[src/smm_pkg.sv]
// ----------------------------------------------------------------------------
// smm_pkg
// Shared constants and control types for the systolic matrix multiply unit.
// ----------------------------------------------------------------------------
`default_nettype none

package smm_pkg;

   // Array geometry and arithmetic widths
   localparam int ARRAY_SIZE  = 8;
   localparam int DRAIN_WAVES = 7;
   localparam int DATA_WIDTH  = 16;
   localparam int ACC_WIDTH   = 48;

   localparam int LANE_W  = $clog2(ARRAY_SIZE);
   localparam int PROD_W  = 2 * DATA_WIDTH;
   localparam int DRAIN_W = $clog2(DRAIN_WAVES + 1);

   // Commands from the controller to the datapath
   typedef struct packed {
      logic load;   // write the request lane into the wave buffers
      logic wave;   // shift the cell array and start a multiply-accumulate
      logic emit;   // shift the sums out by one element, row-major
      logic clear;  // zero the operand cells at end of job
   } smm_cmd_type;

   // Status from the datapath to the controller
   typedef struct packed {
      logic mac_pending;  // a product or accumulation is still in flight
   } smm_status_type;

endpackage

`default_nettype wire

[src/smm_ctrl.sv]
// ----------------------------------------------------------------------------
// smm_ctrl
// Job sequencer: takes request transfers, issues waves, runs the drain
// waves, waits for the MAC pipeline to settle and walks the result indexes.
// ----------------------------------------------------------------------------
`default_nettype none

module smm_ctrl (
   input  wire                          clock,
   input  wire                          reset,
   input  wire                          start,
   output logic                         busy,
   input  wire  [smm_pkg::LANE_W-1:0]   req_lane,
   input  wire                          req_job_end,
   input  smm_pkg::smm_status_type      status,
   output smm_pkg::smm_cmd_type         cmd,
   output logic                         rsp_valid,
   output logic [smm_pkg::LANE_W-1:0]   rsp_row,
   output logic [smm_pkg::LANE_W-1:0]   rsp_column,
   output logic                         rsp_last
);

   localparam logic [1:0] ST_IDLE  = 2'd0;
   localparam logic [1:0] ST_DRAIN = 2'd1;
   localparam logic [1:0] ST_FLUSH = 2'd2;
   localparam logic [1:0] ST_EMIT  = 2'd3;

   localparam logic [smm_pkg::LANE_W-1:0]  LAST_LANE =
      smm_pkg::LANE_W'(smm_pkg::ARRAY_SIZE - 1);
   localparam logic [smm_pkg::DRAIN_W-1:0] LAST_DRAIN =
      smm_pkg::DRAIN_W'(smm_pkg::DRAIN_WAVES - 1);

   logic [1:0]                   state_ff, state_in;
   logic [smm_pkg::DRAIN_W-1:0]  drain_ff, drain_in;
   logic [smm_pkg::LANE_W-1:0]   row_ff, row_in;
   logic [smm_pkg::LANE_W-1:0]   col_ff, col_in;
   logic                         rsp_valid_ff, rsp_valid_in;
   logic [smm_pkg::LANE_W-1:0]   rsp_row_ff, rsp_row_in;
   logic [smm_pkg::LANE_W-1:0]   rsp_col_ff, rsp_col_in;
   logic                         rsp_last_ff, rsp_last_in;
   logic                         accept;
   logic                         emit_last;

   assign busy      = (state_ff != ST_IDLE);
   assign accept    = start && !busy;
   assign emit_last = (row_ff == LAST_LANE) && (col_ff == LAST_LANE);

   // Next state, commands and result indexes
   always_comb begin
      state_in     = state_ff;
      drain_in     = drain_ff;
      row_in       = row_ff;
      col_in       = col_ff;
      rsp_valid_in = 1'b0;
      rsp_row_in   = rsp_row_ff;
      rsp_col_in   = rsp_col_ff;
      rsp_last_in  = rsp_last_ff;
      cmd          = '0;
      unique case (state_ff)
         ST_IDLE: begin
            if (accept) begin
               cmd.load = 1'b1;
               if (req_lane == LAST_LANE) begin
                  cmd.wave = 1'b1;
                  if (req_job_end) begin
                     state_in = ST_DRAIN;
                     drain_in = '0;
                  end
               end
            end
         end
         ST_DRAIN: begin
            cmd.wave = 1'b1;
            if (drain_ff == LAST_DRAIN) begin
               state_in = ST_FLUSH;
            end else begin
               drain_in = drain_ff + 1'b1;
            end
         end
         ST_FLUSH: begin
            if (!status.mac_pending) begin
               state_in = ST_EMIT;
               row_in   = '0;
               col_in   = '0;
            end
         end
         ST_EMIT: begin
            cmd.emit     = 1'b1;
            rsp_valid_in = 1'b1;
            rsp_row_in   = row_ff;
            rsp_col_in   = col_ff;
            rsp_last_in  = emit_last;
            // advance row-major index
            if (col_ff == LAST_LANE) begin
               col_in = '0;
               row_in = row_ff + 1'b1;
            end else begin
               col_in = col_ff + 1'b1;
            end
            if (emit_last) begin
               cmd.clear = 1'b1;
               state_in  = ST_IDLE;
            end
         end
         default: begin
            state_in = ST_IDLE;
         end
      endcase
   end

   // Control registers
   always_ff @(posedge clock) begin
      if (reset) begin
         state_ff     <= ST_IDLE;
         drain_ff     <= '0;
         row_ff       <= '0;
         col_ff       <= '0;
         rsp_valid_ff <= 1'b0;
         rsp_last_ff  <= 1'b0;
      end else begin
         state_ff     <= state_in;
         drain_ff     <= drain_in;
         row_ff       <= row_in;
         col_ff       <= col_in;
         rsp_valid_ff <= rsp_valid_in;
         rsp_last_ff  <= rsp_last_in;
      end
   end

   // Result index registers
   always_ff @(posedge clock) begin
      rsp_row_ff <= rsp_row_in;
      rsp_col_ff <= rsp_col_in;
   end

   assign rsp_valid  = rsp_valid_ff;
   assign rsp_row    = rsp_row_ff;
   assign rsp_column = rsp_col_ff;
   assign rsp_last   = rsp_last_ff;

endmodule

`default_nettype wire

[config.mk]
export PLATFORM = sky130hd
export DESIGN_NAME = smm_ctrl
export DESIGN_NICKNAME = d
export VERILOG_FILES = /design/src/smm_pkg.sv /design/src/smm_ctrl.sv
export SDC_FILE = /design/constraint.sdc
export NUM_CORES = 1
export LEC_CHECK = 0
export ABC_AREA = 0
export BUFFER_PORTS_ARGS = -buffer_cell sky130_fd_sc_hd__buf_4
export CAP_MARGIN = 30
export CORE_MARGIN = 8
export CORE_UTILIZATION = 30
export DETAILED_ROUTE_END_ITERATION = 12
export SYNTH_ARGS = -nofsm -noshare
export SYNTH_HDL_FRONTEND = slang
export SYNTH_SLANG_ARGS = --single-unit
[constraint.sdc]
create_clock -name clock -period 2.4 [get_ports clock]
set_input_delay 0.48 -clock clock [delete_from_list [all_inputs] [get_ports clock]]
set_output_delay 0.48 -clock clock [all_outputs]
set_load 0.005 [all_outputs]
; ---- Yosys cells after proc, flatten, opt, wreduce, memory -nomap -nowiden
; Index checks and enable logic that the tools add are counted.
[op_classes]
addsub = 3
reduce_logical = 11
eq_ne = 15
mux = 24
[op_table]
columns = op, count
row1 = $mux W3, 7
row2 = $pmux W3 S2, 3
row3 = $mux W2, 8
row4 = $ne A2 B2 Y1 const B, 8
row5 = $eq A3 B3 Y1 const B, 4
row6 = $add A3 B1 Y3 const B, 3
row7 = $pmux W2 S4, 1
row8 = $reduce_and A6 Y1, 1
row9 = $reduce_bool A2 Y1, 3
row10 = $reduce_and A5 Y1, 1
row11 = $eq A2 B2 Y1 const B, 2
row12 = $mux W1, 4
row13 = $reduce_and A3 Y1, 1
row14 = $eq A2 B1 Y1 const B, 1
row15 = $logic_and A1 B1 Y1, 2
row16 = $logic_not A2 Y1, 1
row17 = $pmux W1 S2, 1
row18 = $reduce_and A2 Y1, 1
row19 = $logic_not A1 Y1, 1
[word_totals]
in_bits = 8
ff_bits = 19
output_inout_bits = 13

; ---- Longest topological paths before layout
[logic_depth]
depth_word = 5
ltp_mapped = 6
depth_no_buf = 6

; ---- Least setup slack after synthesis
; Ideal clock, no wire load.
[synth_timing]
kind = flip-flop to output port
from = register state_ff[0]
to = output cmd[0] (netlist name)
arrival_time_ns = 1.182
required_ns = 1.920
slack_ns = 0.738
n_path_buf = 1
path_stages_with_launch = 4
path_cell_list = dfxtp_1 > ha_1 > clkbuf_1 > and3_1
[synth_rtl]
columns = element, line
row1 = "start, declared", smm_ctrl.sv:33  ; logic [1:0] state_ff, state_in;
row2 = "start signal, assigned", smm_ctrl.sv:121  ; state_ff <= state_in;
row3 = "end, declared", smm_ctrl.sv:16  ; output smm_pkg::smm_cmd_type cmd,

==> results by group <==
Power
  – Seq pwr share: 0.596
  – Part of the power in the clock network: 0.298
  – Leakage: 0.505 nW
  – Pint: 422 uW
  – Logic pwr share: 0.107
  – Pwr Density: 471 nW/um2
  – Switch Pwr: 135 uW
  – Sw frac: 0.243
  – VDD IR max: 0.218 mV

Route
  – Pre-antenna DRT Iters: 4
  – Final ANT Viol Nets: 0
  – Vias per cell: 4.61
  – DR vias: 706
  – Drc violations: 0
  – Total wire length: 1860 um
  – DRT iter0 DRCs: 22
  – DR WL/cell: 12.1 um

STA
  – Minimum clock period: 2.16 ns
  – Measured slew at the worst slew-check pin: 0.431 ns
  – Hold Vio Cnt, Final: 0
  – Slew HR: 0.712
  – Slew Viols, Final: 0
  – RSZ-0062 raised after global routing: no
  – Final setup margin: 0.242 ns
  – Setup TNS Final: 0 ns
  – Max frequency: 463 MHz
  – Crit share post-route: 0.899
  – Clock skew: 0.00443 ns
  – Final Setup Violations: 0

Setup path
  – Max Fanout on Critical Path: 7
  – Crit-path slowest cell: dfxtp_1
  – Startpoint types: flop
  – RR Startpoint: state_ff[1]
  – WS Path Type: reg -> out
  – Slowest stage delay, CP: 0.40 ns
  – CP Launch Point: state_ff[0]
  – CP endpoint kind: output pin
  – Top Family by Delay on Critical Path: flip-flops
  – Buf/Inv on CP: 2
  – CP cell instances: inv_1, ha_1, and2_2, a41o_1, buf_4
  – Critical Path RT: 1.92 ns
  – CP arrival: 1.68 ns

Worst hold path
  – HP Start: reset
  – Hold WC Path Type: in -> reg

Logic synthesis
  – Mapped Cells: 87
  – Ranking of synthesized cells by area: dfxtp_1, edfxtp_1, ha_1
  – Syn nets: 105
  – Synth cell types: 29
  – Flops & latches, synth: 19
  – Syn avg cell area: 11.0 um2
  – Sequential-to-total area share from yosys stat: 0.460
  – Cell type with the largest total area after synthesis: dfxtp_1
  – Cell area after synthesis: 958 um2
  – Top cell type's share of synthesized area: 0.272
  – Synth Warn #: 0

Die
  – Core Footprint: 3050 um2
  – Chip height: 72.5 um
  – # rows: 20
  – Die X: 72.5 um
  – Io pins: 21
  – Initial Utilization: 0.314
  – Die area: 5260 um2

Finish
  – Most frequent cells in the layout: buf_4, dfxtp_1, ha_1
  – Non-filler cells in the finished layout: 153
  – Final core utilization: 0.388
  – Commonest non-fill, non-tap cell in the layout: buf_4
  – NumNets Final: 128
  – Layout cell share with drive strength beyond 1: 0.284
  – Layout area overhead: 23.5%
  – Design area: 1180 um2
  – Ant diodes: 0

Global route
  – First-pass GRT wire length: 3170 um
  – Total Routing Usage GR: 0.0762
  – Met1 GRT Util: 0.0796
  – Antenna violations before repair: 0
  – Met2 Resource Use GR: 0.131
  – Overflow after GRT: 0
  – Global routing usage on met3: 0.0372
  – Vias in the first global route: 730
  – Largest net degree at the start of global routing: 14
  – Most used routing layer: met2

Clock network
  – Later-pin clock latency in the skew report: 0.30 ns
  – PostCTS Resize Cnt: 0
  – Clk buf depth: 2
  – Hold_buf cts: 0
  – CTS Sinks: 19
  – H-Tree Level Count: 1
  – Inserted Clock Buffers: 3
  – CTS tree: yes
  – Postcts setup bufs: 0
  – CTS clk-pin slew, worst paths: 0.11 ns
  – CTS Root Cell: clkbuf_4

Placement
  – Number of buffers added on ports: 20
  – Dpl cell area: 1160 um2
  – Dpl cells: 149
  – DPL Wire Length: 1450 um
  – Pre-CTS WS: 0.574 ns
  – Gpl congestion: 0.680

Flow run
  – MaxCap Viol Count: 0

Run status
  – Status: complete, no violations
==> power by group through the flow <==
stage | registers (mW) | clock network (mW) | logic (mW)
finish | 0.332 | 0.166 | 0.0594
global route | 0.332 | 0.184 | 0.0653
CTS | 0.332 | 0.172 | 0.0602
detailed placement | 0.339 | 0 | 0.0599
global placement | 0.339 | 0 | 0.0576
floorplan | 0.339 | 0 | 0.0354
==> cell families after synthesis <==
| kind of cell | Yosys count | synth area share |
|---|---|---|
| and+or+nand+nor | 30 | 0.181 |
| DFF | 19 | 0.460 |
| adders and majority gates | 10 | 0.131 |
| buffers and inverters | 7 | 0.0313 |
| AOI/OAI and AO/OA | 21 | 0.197 |
==> cell type report <==
type | instances | area, um2
fillers | 321 | 1870
multi-input cells | 61 | 488
flip-flops and latches | 19 | 440
repair buffers | 21 | 158
well taps | 44 | 55.1
clock buffers | 3 | 22.5
inverters | 4 | 15.0
clock inverters | 1 | 5.00
==> synth_stat cells, drive strengths merged <==
cell     instances
and3             2
a21bo            1
clkbuf           2
ha              10
a32oi            3
nor2b            2
nand4b           2
dfxtp           13
nand3b           1
nand2            5
nor2             7
inv              4
a21o             1
nand3            2
nand4            3
a21boi           2
buf              1
a21oi            8
a211oi           1
nand2b           4
o21ai            1
and2             1
o211ai           1
a41o             1
nor3             1
edfxtp           6
a2111oi          2
==> registers in the layout (all words and copies together), names as in the netlist <==
name	flops
col_ff	3
rsp_column	3
row_ff	3
rsp_row	3
rsp_valid	1
drain_ff	3
state_ff	2
rsp_last	1
==> worst paths after layout <==
path / slack (ns) / to / cells past startpoint
worst max-delay path: 0.24 / cmd[2] / 5
worst min-delay path: 0.44 / state_ff[0] / 2
worst max register to register: 0.59 / drain_ff[2] / 6
worst min register to register: 0.48 / row_ff[2] / 2
==> through the flow <==
stage               hold WS (ns)  power, mW
floorplan                  0.434      0.374
global placement           0.450      0.397
detailed placement         0.456      0.399
CTS                        0.432      0.564
global route               0.439      0.582
finish                     0.438      0.557
==> routing by layer <==
layer  up-vias  part of all wire  wire (um)
li1        366                 -          -
met1       315              0.43        800
met2        23              0.48        885
met3         2             0.083        154
met4         0            0.0086         16
met5         -                 0          0
Power figures use the tool's default switching activity.
